**config.mk**
```make
export PLATFORM = sky130hd
export DESIGN_NAME = aabb_pair_overlap_resolve
export DESIGN_NICKNAME = d
export VERILOG_FILES = /design/src/rtl/core/aabb_pkg.sv /design/src/rtl/core/aabb_pair_overlap_resolve.sv
export SDC_FILE = /design/constraint.sdc
export NUM_CORES = 2
export LEC_CHECK = 0
export BUFFER_PORTS_ARGS = -buffer_cell sky130_fd_sc_hd__buf_4
export CELL_PAD_IN_SITES_DETAIL_PLACEMENT = 1
export CELL_PAD_IN_SITES_GLOBAL_PLACEMENT = 2
export CORE_ASPECT_RATIO = 0.7
export CORE_UTILIZATION = 39
export CTS_BUF_LIST = sky130_fd_sc_hd__clkbuf_4
export CTS_CLUSTER_DIAMETER = 40
export CTS_CLUSTER_SIZE = 30
export DETAILED_ROUTE_END_ITERATION = 10
export GPL_TIMING_DRIVEN = 0
export PLACE_DENSITY_LB_ADDON = 0.1
export SYNTH_ARGS = -nofsm -noshare
export SYNTH_HDL_FRONTEND = slang
export SYNTH_SLANG_ARGS = --single-unit
```
**constraint.sdc**
```tcl
create_clock -name clk_i -period 16.91 [get_ports clk_i]
set_input_delay 4.2275 -clock clk_i [delete_from_list [all_inputs] [get_ports clk_i]]
set_output_delay 4.2275 -clock clk_i [all_outputs]
set_load 0.01 [all_outputs]
```
**src/rtl/core/aabb_pkg.sv**
```systemverilog
// ----------------------------------------------------------------------------
// aabb_pkg
// Shared types for the box pair overlap and push-apart block.
// ----------------------------------------------------------------------------
package aabb_pkg;

  // Axis code reported on push_axis_o
  typedef enum logic [1:0] {
    AXIS_X = 2'd0,
    AXIS_Y = 2'd1,
    AXIS_Z = 2'd2
  } axis_e;

  localparam int unsigned NumAxes = 3;

endpackage

```
**src/rtl/core/aabb_pair_overlap_resolve.sv**
```systemverilog
// ----------------------------------------------------------------------------
// aabb_pair_overlap_resolve
// Overlap test and push-apart for one pair of axis-aligned boxes per request.
// ----------------------------------------------------------------------------
//
//  channel | handshake                  | payload
//  --------+----------------------------+------------------------------------
//  in      | in_valid_i / in_ready_o    | a_x..b_z, a_size, b_size, statics
//  out     | out_valid_o / out_ready_i  | hit, push_axis, a_new_*, b_new_*
//
//  Two register stages, input then result; out_valid_o rises when a request
//  moves into the result register. One request/cycle unless the output stalls.
//  The add/compare/select path between the two stages sets the clock.
//  Reset clears only the two stage valid bits; payload registers are free.
//  A stalled result holds in the result register while the input register
//  still takes one more request; in_ready_o drops when both are full.
// ----------------------------------------------------------------------------
module aabb_pair_overlap_resolve #(
  parameter int unsigned COORD_BITS = 24,
  parameter int unsigned SIZE_BITS  = 20
) (
  input  logic                                  clk_i,
  input  logic                                  rst_ni,
  input  logic                                  in_valid_i,
  output logic                                  in_ready_o,
  input  logic signed [COORD_BITS-1:0]          a_x_i,
  input  logic signed [COORD_BITS-1:0]          a_y_i,
  input  logic signed [COORD_BITS-1:0]          a_z_i,
  input  logic signed [COORD_BITS-1:0]          b_x_i,
  input  logic signed [COORD_BITS-1:0]          b_y_i,
  input  logic signed [COORD_BITS-1:0]          b_z_i,
  input  logic [aabb_pkg::NumAxes*SIZE_BITS-1:0] a_size_i,
  input  logic [aabb_pkg::NumAxes*SIZE_BITS-1:0] b_size_i,
  input  logic                                  a_static_i,
  input  logic                                  b_static_i,
  output logic                                  out_valid_o,
  input  logic                                  out_ready_i,
  output logic                                  hit_o,
  output logic [1:0]                            push_axis_o,
  output logic signed [COORD_BITS-1:0]          a_new_x_o,
  output logic signed [COORD_BITS-1:0]          a_new_y_o,
  output logic signed [COORD_BITS-1:0]          a_new_z_o,
  output logic signed [COORD_BITS-1:0]          b_new_x_o,
  output logic signed [COORD_BITS-1:0]          b_new_y_o,
  output logic signed [COORD_BITS-1:0]          b_new_z_o
);
  import aabb_pkg::*;

  localparam int unsigned CB = COORD_BITS;
  localparam int unsigned SB = SIZE_BITS;
  // extent (min + size), difference, and moved-corner widths
  localparam int unsigned EW = ((CB > SB + 1) ? CB : SB + 1) + 1;
  localparam int unsigned DW = EW + 1;
  localparam int unsigned NW = DW + 1;

  function automatic logic signed [CB-1:0] sat_f(input logic signed [NW-1:0] v);
    logic [NW-CB:0] top;
    top = v[NW-1:CB-1];
    if ((&top) || !(|top)) begin
      return v[CB-1:0];
    end
    return {v[NW-1], {(CB-1){~v[NW-1]}}};
  endfunction

  // ---------------- stage 1: input register ----------------
  logic                   v1_q;
  logic signed [CB-1:0]   a_min_q [NumAxes];
  logic signed [CB-1:0]   b_min_q [NumAxes];
  logic [NumAxes*SB-1:0]  a_size_q, b_size_q;
  logic                   a_st_q, b_st_q;

  // ---------------- stage 2: result register ----------------
  logic                   v2_q;
  logic                   hit_q;
  axis_e                  axis_q;
  logic signed [CB-1:0]   a_new_q [NumAxes];
  logic signed [CB-1:0]   b_new_q [NumAxes];

  logic s2_ready, s1_load, s2_load;

  assign s2_ready   = !v2_q || out_ready_i;
  assign s2_load    = v1_q && s2_ready;
  assign in_ready_o = !v1_q || s2_ready;
  assign s1_load    = in_valid_i && in_ready_o;

  always_ff @(posedge clk_i or negedge rst_ni) begin
    if (!rst_ni) begin
      v1_q <= 1'b0;
      v2_q <= 1'b0;
    end else begin
      if (in_ready_o) begin
        v1_q <= in_valid_i;
      end
      if (s2_ready) begin
        v2_q <= v1_q;
      end
    end
  end

  always_ff @(posedge clk_i) begin
    if (s1_load) begin
      a_min_q[0] <= a_x_i;
      a_min_q[1] <= a_y_i;
      a_min_q[2] <= a_z_i;
      b_min_q[0] <= b_x_i;
      b_min_q[1] <= b_y_i;
      b_min_q[2] <= b_z_i;
      a_size_q   <= a_size_i;
      b_size_q   <= b_size_i;
      a_st_q     <= a_static_i;
      b_st_q     <= b_static_i;
    end
  end

  // ---------------- overlap and push logic ----------------
  logic signed [EW-1:0]  amax [NumAxes];
  logic signed [EW-1:0]  bmax [NumAxes];
  logic signed [DW-1:0]  d1 [NumAxes];
  logic signed [DW-1:0]  d2 [NumAxes];
  logic signed [DW-1:0]  ov [NumAxes];
  logic [NumAxes-1:0]    axis_hit;
  logic                  hit_d;
  axis_e                 axis_d;
  logic [NumAxes-1:0]    sel_oh;
  logic signed [DW-1:0]  o_sel, da, db;
  logic signed [NW-1:0]  a_nw [NumAxes];
  logic signed [NW-1:0]  b_nw [NumAxes];

  always_comb begin
    for (int i = 0; i < NumAxes; i++) begin
      amax[i] = EW'(a_min_q[i]) + $signed(EW'(a_size_q[i*SB +: SB]));
      bmax[i] = EW'(b_min_q[i]) + $signed(EW'(b_size_q[i*SB +: SB]));
      d1[i]   = DW'(amax[i]) - DW'(b_min_q[i]);
      d2[i]   = DW'(bmax[i]) - DW'(a_min_q[i]);
      ov[i]   = (d1[i] < d2[i]) ? d1[i] : d2[i];
      axis_hit[i] = !d1[i][DW-1] && !d2[i][DW-1];
    end
    hit_d = &axis_hit;

    // smallest penetration, ties toward x then y
    priority if (!hit_d) begin
      axis_d = AXIS_X;
      sel_oh = '0;
    end else if (ov[0] <= ov[1] && ov[0] <= ov[2]) begin
      axis_d = AXIS_X;
      sel_oh = 3'b001;
    end else if (ov[1] <= ov[2]) begin
      axis_d = AXIS_Y;
      sel_oh = 3'b010;
    end else begin
      axis_d = AXIS_Z;
      sel_oh = 3'b100;
    end

    o_sel = '0;
    for (int i = 0; i < NumAxes; i++) begin
      if (sel_oh[i]) begin
        o_sel = ov[i];
      end
    end

    // o_sel is non-negative on a hit, so the shift is a floor halving
    priority if (a_st_q && b_st_q) begin
      da = '0;
      db = '0;
    end else if (a_st_q) begin
      da = '0;
      db = o_sel;
    end else if (b_st_q) begin
      da = o_sel;
      db = '0;
    end else begin
      da = o_sel >>> 1;
      db = o_sel - (o_sel >>> 1);
    end

    for (int i = 0; i < NumAxes; i++) begin
      a_nw[i] = NW'(a_min_q[i]);
      b_nw[i] = NW'(b_min_q[i]);
      if (sel_oh[i]) begin
        if (a_min_q[i] < b_min_q[i]) begin
          a_nw[i] = NW'(a_min_q[i]) - NW'(da);
          b_nw[i] = NW'(b_min_q[i]) + NW'(db);
        end else begin
          a_nw[i] = NW'(a_min_q[i]) + NW'(da);
          b_nw[i] = NW'(b_min_q[i]) - NW'(db);
        end
      end
    end
  end

  always_ff @(posedge clk_i) begin
    if (s2_load) begin
      hit_q  <= hit_d;
      axis_q <= axis_d;
      for (int i = 0; i < NumAxes; i++) begin
        a_new_q[i] <= sat_f(a_nw[i]);
        b_new_q[i] <= sat_f(b_nw[i]);
      end
    end
  end

  assign out_valid_o = v2_q;
  assign hit_o       = hit_q;
  assign push_axis_o = axis_q;
  assign a_new_x_o   = a_new_q[0];
  assign a_new_y_o   = a_new_q[1];
  assign a_new_z_o   = a_new_q[2];
  assign b_new_x_o   = b_new_q[0];
  assign b_new_y_o   = b_new_q[1];
  assign b_new_z_o   = b_new_q[2];

  // ---------------- assertions ----------------
  a_nohit_axis_x: assert property (@(posedge clk_i) disable iff (!rst_ni)
    out_valid_o && !hit_o |-> push_axis_o == AXIS_X)
    else $error("push axis not x on a miss");

  a_accept_lands: assert property (@(posedge clk_i) disable iff (!rst_ni)
    in_valid_i && in_ready_o |=> v1_q)
    else $error("accepted request lost before stage 1");

  a_s1_holds: assert property (@(posedge clk_i) disable iff (!rst_ni)
    v1_q && !s2_ready |=> v1_q && $stable(a_min_q[0]) && $stable(b_min_q[0]))
    else $error("stage 1 changed under stall");

  a_static_pair: assert property (@(posedge clk_i) disable iff (!rst_ni)
    s2_load && a_st_q && b_st_q |=>
      a_new_x_o == $past(a_min_q[0]) && b_new_x_o == $past(b_min_q[0]) &&
      a_new_y_o == $past(a_min_q[1]) && b_new_z_o == $past(b_min_q[2]))
    else $error("static pair moved");

endmodule

```
== After elaboration in Yosys (flattened, before gate mapping) ==
Memory sizes are Yosys's and may differ from the RTL's.
Cells that the tools add are included.
Word-level totals
  bits of input ports: 270
  word-level logic and storage cells: 158
  memory bits (writable): 288
  flip-flop bits (word level): 127
  memories: 4
Memory list
  a_min_q: words 3, width 24, rd ports 3, clocked after memory_dff 0, write ports 3, line aabb_pair_overlap_resolve.sv:67  | logic signed [CB-1:0] a_min_q [NumAxes];
  a_new_q: words 3, width 24, rd ports 3, clocked after memory_dff 0, write ports 3, line aabb_pair_overlap_resolve.sv:76  | logic signed [CB-1:0] a_new_q [NumAxes];
  b_min_q: words 3, width 24, rd ports 3, clocked after memory_dff 0, write ports 3, line aabb_pair_overlap_resolve.sv:68  | logic signed [CB-1:0] b_min_q [NumAxes];
  b_new_q: words 3, width 24, rd ports 3, clocked after memory_dff 0, write ports 3, line aabb_pair_overlap_resolve.sv:77  | logic signed [CB-1:0] b_new_q [NumAxes];
Operators by class
  add/sub/neg operators: 25
  bitwise gates (word level): 7
  reduce and logical (&&, ||, !) cells: 43
  mux-type cells: 62
  magnitude comparators: 9
Operator list (number)
  two-way mux 24 bit: 18
  two-way mux 27 bit: 12
  two-way mux 26 bit: 11
  adder 24 x 26 -> 27 bit: 6
  subtractor 24 x 26 -> 27 bit: 6
  subtractor 25 x 24 -> 26 bit: 6
  adder 24 x 21 -> 25 bit: 6
  <= comparator 26 bit: 3
  less-than comparator 26 bit: 3
  less-than comparator 24 bit: 3
  subtractor 26 x 25 -> 26 bit: 1
  two-way mux 25 bit: 1
  AND reduction 4 bit: 6
  OR reduction 4 bit: 6
  two-way mux 1 bit: 16
  zero test 1 bit: 14
  two-way mux 3 bit: 3
  logical OR 1 bit: 8
  logical AND 1 bit: 7
  inverter 1 bit: 7
  AND reduction 3 bit: 1
  two-way mux 2 bit: 1
  OR reduction 2 bit: 1

== Longest topological paths before layout ==
  depth after elaboration: 25
  mapped depth: 88
  mapped depth without buffers: 82

== Least setup slack after synthesis ==
OpenSTA, ideal clock, no wires.
  kind: flip-flop to flip-flop
  start: memory b_min_q[0][1] (netlist name)
  end: memory b_new_q[0][29] (netlist name), data pin
  arrival: 15.035 ns
  clock period less this slack: 15.296 ns
  stages on the path, launching flop included: 82
  setup slack: 1.614 ns
  cell sequence: edfxtp_1 -> inv_1 -> fa_1 -> inv_1 -> fa_1 -> a21o_1 -> a21oi_1 -> o21bai_1 -> a31oi_1 -> o2111ai_1 -> a31o_2 -> a21o_1 -> a21o_1 -> a221o_1 -> xor2_1 -> inv_1 -> ha_1 -> and3_1 -> [... 46 more ...] -> nor2_1 -> nor2_1 -> xor2_1 -> ha_1 -> and2_1 -> o21ai_0 -> o31ai_1 -> o21a_1 -> o21ai_0 -> nand2b_1 -> a21o_1 -> a21oi_1 -> o21ai_0 -> xnor2_1 -> o211ai_1 -> a21oi_2 -> buf_2 -> a21oi_1
RTL lines (line)
  start: declaration: aabb_pair_overlap_resolve.sv:68
  end: declaration: aabb_pair_overlap_resolve.sv:77

==> metrics.txt <==
outcome=finished with violations; Final Non-Filler Cells=7340; count of vias placed by the detailed router=41300; post-route clock period utilization=97.4%; worst setup skew after layout=0.103 ns; root buf cell=sky130_fd_sc_hd__clkbuf_4; flip-flop and latch count after synthesis=415; CP dominant cell by count=sky130_fd_sc_hd__buf_4; Syn Std Cell Area=44800 um2; arrival time worst endpoint=17.32 ns; insertion delay to the later sink of the worst-skew pair=1.07 ns; initial antenna violation count=15; first-pass detailed-route iteration total=5; detail-routed net length per standard cell=26.4 um; Layout Cell Area excl Fill=54600 um2; first-pass GRT wire length=274000 um; number of synthesized flops with an enable pin=413; total core area=113000 um2; classification of the worst-slack hold path=register to register; GRT Util Overall=32.4%; termination of the worst setup path=b_new_q[0][32]; yosys warns=0; Post-Syn Area per Cell=8.83 um2; Routed WL=194000 um; Final Hold Fails=0; Setup-failing EPs final=0; average vias per placed instance=5.63; Tightest Pin Transition=1.58 ns; maximum fanout along the worst path=10; leading register cell type out of synthesis=sky130_fd_sc_hd__edfxtp_1; maximum buffer depth of the clock tree=3; slowest stage cell, crit path=sky130_fd_sc_hd__mux2i_2; maximum level of the CTS H-tree=3; min Tclk post-route=16.47 ns; worst-case vdd ir drop=0.000135 V; Hold WS=0.462 ns; Row Count=103; pin count of the biggest net entering global routing=72; cell count of the worst reg-to-reg path=75; sink count of the clock tree=415; worst slack after detailed placement=-4.51 ns; slack of the worst reg-to-reg path=0.44 ns; vias in the first global route=41200; CTS tree=done; count of cell types in the netlist=112; Fmax achieved=0.0607 GHz; ratio of total power to cell area=206 nW/um2; number of port buffers=418; Post-Route Setup TNS=0 ns; kind of start point of the critical path=register; share of layout cells above drive strength 1=20.3%; net count after synthesis=6033; worst path setup slack after routing=0.441 ns; violated checks=max-capacitance violations, max-slew violations; estimated wirelength of the detail-placed design=159000 um; total die area=116000 um2; post-synth top area cell=sky130_fd_sc_hd__edfxtp_1; Crit Path Class=register to register; violation count after the first detailed-routing iteration=3429; final weighted congestion of routability-driven global placement=1.01; overall die height=286 um; io pins=419; portion of the post-synthesis area used by sequential elements=27.8%; instance area after placement=50000 um2; number of remaining DRC errors=0; Die Span X=407 um; total number of nets in the final design=6710; GRT overflow=0; highest-utilization routing layer at the global route stage=met2; most common library cell in the layout ignoring fill and taps=sky130_fd_sc_hd__inv_1; ANT nets after route=0; standby leakage power=24.5 nW; top post-synthesis cells by area=sky130_fd_sc_hd__edfxtp_1, sky130_fd_sc_hd__ha_1, sky130_fd_sc_hd__inv_1; CTS Buf Count=67; quantity of hold-fixing buffers added after cts=0; max-cap violations=1; worst max-slew margin expressed relative to the limit=-6.02%; FFs w/ async S/R, synth=0.482%; Worst setup EP type=register; GRT met2 Usage=47.9%; worst flop-to-flop path startpoint=b_min_q[0][25]; Synth-to-Final Area Change=22.0%; met3 layer usage reported by global route=8.80%; reg-to-reg critical path endpoint=b_new_q[0][32]; critical path launch point=b_min_q[0][25]; post-synthesis instance total=5076; Max stage delay on crit path=0.83 ns; Placed Cells incl. Taps=7023; Starting Density=39.5%; Slew Viols, Final=4; Global Route met1 Usage=46.6%; clock-pin transition on the worst setup and hold timing paths=0.14 ns; critical path data required time=17.77 ns; portion of synthesized cell area occupied by the leading cell type=27.7%; commonest cells after routing, fill and taps aside=sky130_fd_sc_hd__inv_1, sky130_fd_sc_hd__buf_4, sky130_fd_sc_hd__ha_1, sky130_fd_sc_hd__edfxtp_1, sky130_fd_sc_hd__a21oi_1
-- through the flow --
step,util (%),total power [W]
after floorplan,-,0.00674
after global placement,44.0,0.00895
after detailed placement,44.2,0.00910
after CTS,46.7,0.0105
after global routing,48.2,0.0120
final,48.2,0.0113
-- layer usage --
metal	vias up	wire [um]
met5	-	242
met4	8	4660
met3	197	18100
met2	1285	82200
met1	20600	88600
li1	19300	-
-- registers in the layout, summed over array words and instances (netlist names) --
register / flops
hit_o: 1
b_new_q: 72
a_new_q: 72
a_min_q: 72
a_size_q: 60
b_min_q: 72
b_st_q: 1
b_size_q: 60
out_valid_o: 1
v1_q: 1
push_axis_o: 2
a_st_q: 1
-- area by class of cell --
class / count / area (um2)
inverters: 749 / 2810
repair buffers: 610 / 4800
clock buffers: 71 / 533
diodes: 11 / 27.5
multi-input cells: 3787 / 30700
clock inverters: 52 / 612
flip-flops and latches: 415 / 12500
plain buffers: 123 / 787
well taps: 1522 / 1900
fillers: 13100 / 58600
-- critical path, delay by kind of cell (launching register included) --
| kind | cells | cell delay (ns) |
|---|---|---|
| XOR/XNOR | 3 | 0.48 |
| AO/OA/AOI/OAI | 34 | 7.16 |
| buffers and inverters | 15 | 2.11 |
| flip-flops | 1 | 0.45 |
| multiplexers | 2 | 0.98 |
| AND/OR/NAND/NOR | 15 | 2.84 |
| adder cells (fa/ha/maj) | 6 | 2.15 |
-- kinds of logic (layout without fill, tap and decap cells) --
family          Yosys count  after routing  share of synthesized area (%)
other cells               0             11                              0
simple gates           1214           1214                           13.1
fa+ha+maj               690            690                           21.5
mux                      71             71                           1.64
compound gates         1397           1397                           20.3
flops                   415            415                           27.8
buf+inv                 874           1605                           7.58
xor+xnor                415            415                           8.11
-- Yosys cell counts (all sizes together) (46+ instances only) --
| cell type | n |
|---|---|
| a21o | 121 |
| nor3 | 118 |
| mux2i | 63 |
| a21oi | 444 |
| inv | 747 |
| xnor2 | 286 |
| edfxtp | 413 |
| nor2 | 384 |
| ha | 554 |
| xor2 | 129 |
| nand3 | 66 |
| nand4 | 46 |
| o21bai | 55 |
| a211oi | 47 |
| nand2 | 291 |
| buf | 61 |
| fa | 133 |
| o21a | 72 |
| nand2b | 66 |
| nor2b | 67 |
| clkbuf | 64 |
| o21ai | 339 |
-- worst min-delay path by stage --
stage / startpoint / cells past startpoint / to
CTS: v1_q / 1 / out_valid_o
floorplan: v1_q / 1 / out_valid_o
detailed placement: v1_q / 1 / out_valid_o
global placement: v1_q / 1 / out_valid_o
finish: v1_q / 1 / out_valid_o
global route: v1_q / 1 / out_valid_o
-- report_power, final --
group          switching [W]  total [W]  internal [W]  leakage, nW
combinational        0.00548    0.00910       0.00362         19.9
sequential         0.0000697    0.00131       0.00124         3.99
clock               0.000526   0.000857      0.000331        0.615
total                0.00608     0.0113       0.00519         24.5
-- repair_timing --
action                                  in CTS  in global routing
gates resized for setup                    230                250
pin swaps                                   26                 65
endpoints found under the hold margin        0                  0
cloned                                       0                  2
buffers inserted                            97                 86
endpoints found under the setup margin     144                144
Power figures use the tool's default switching activity.
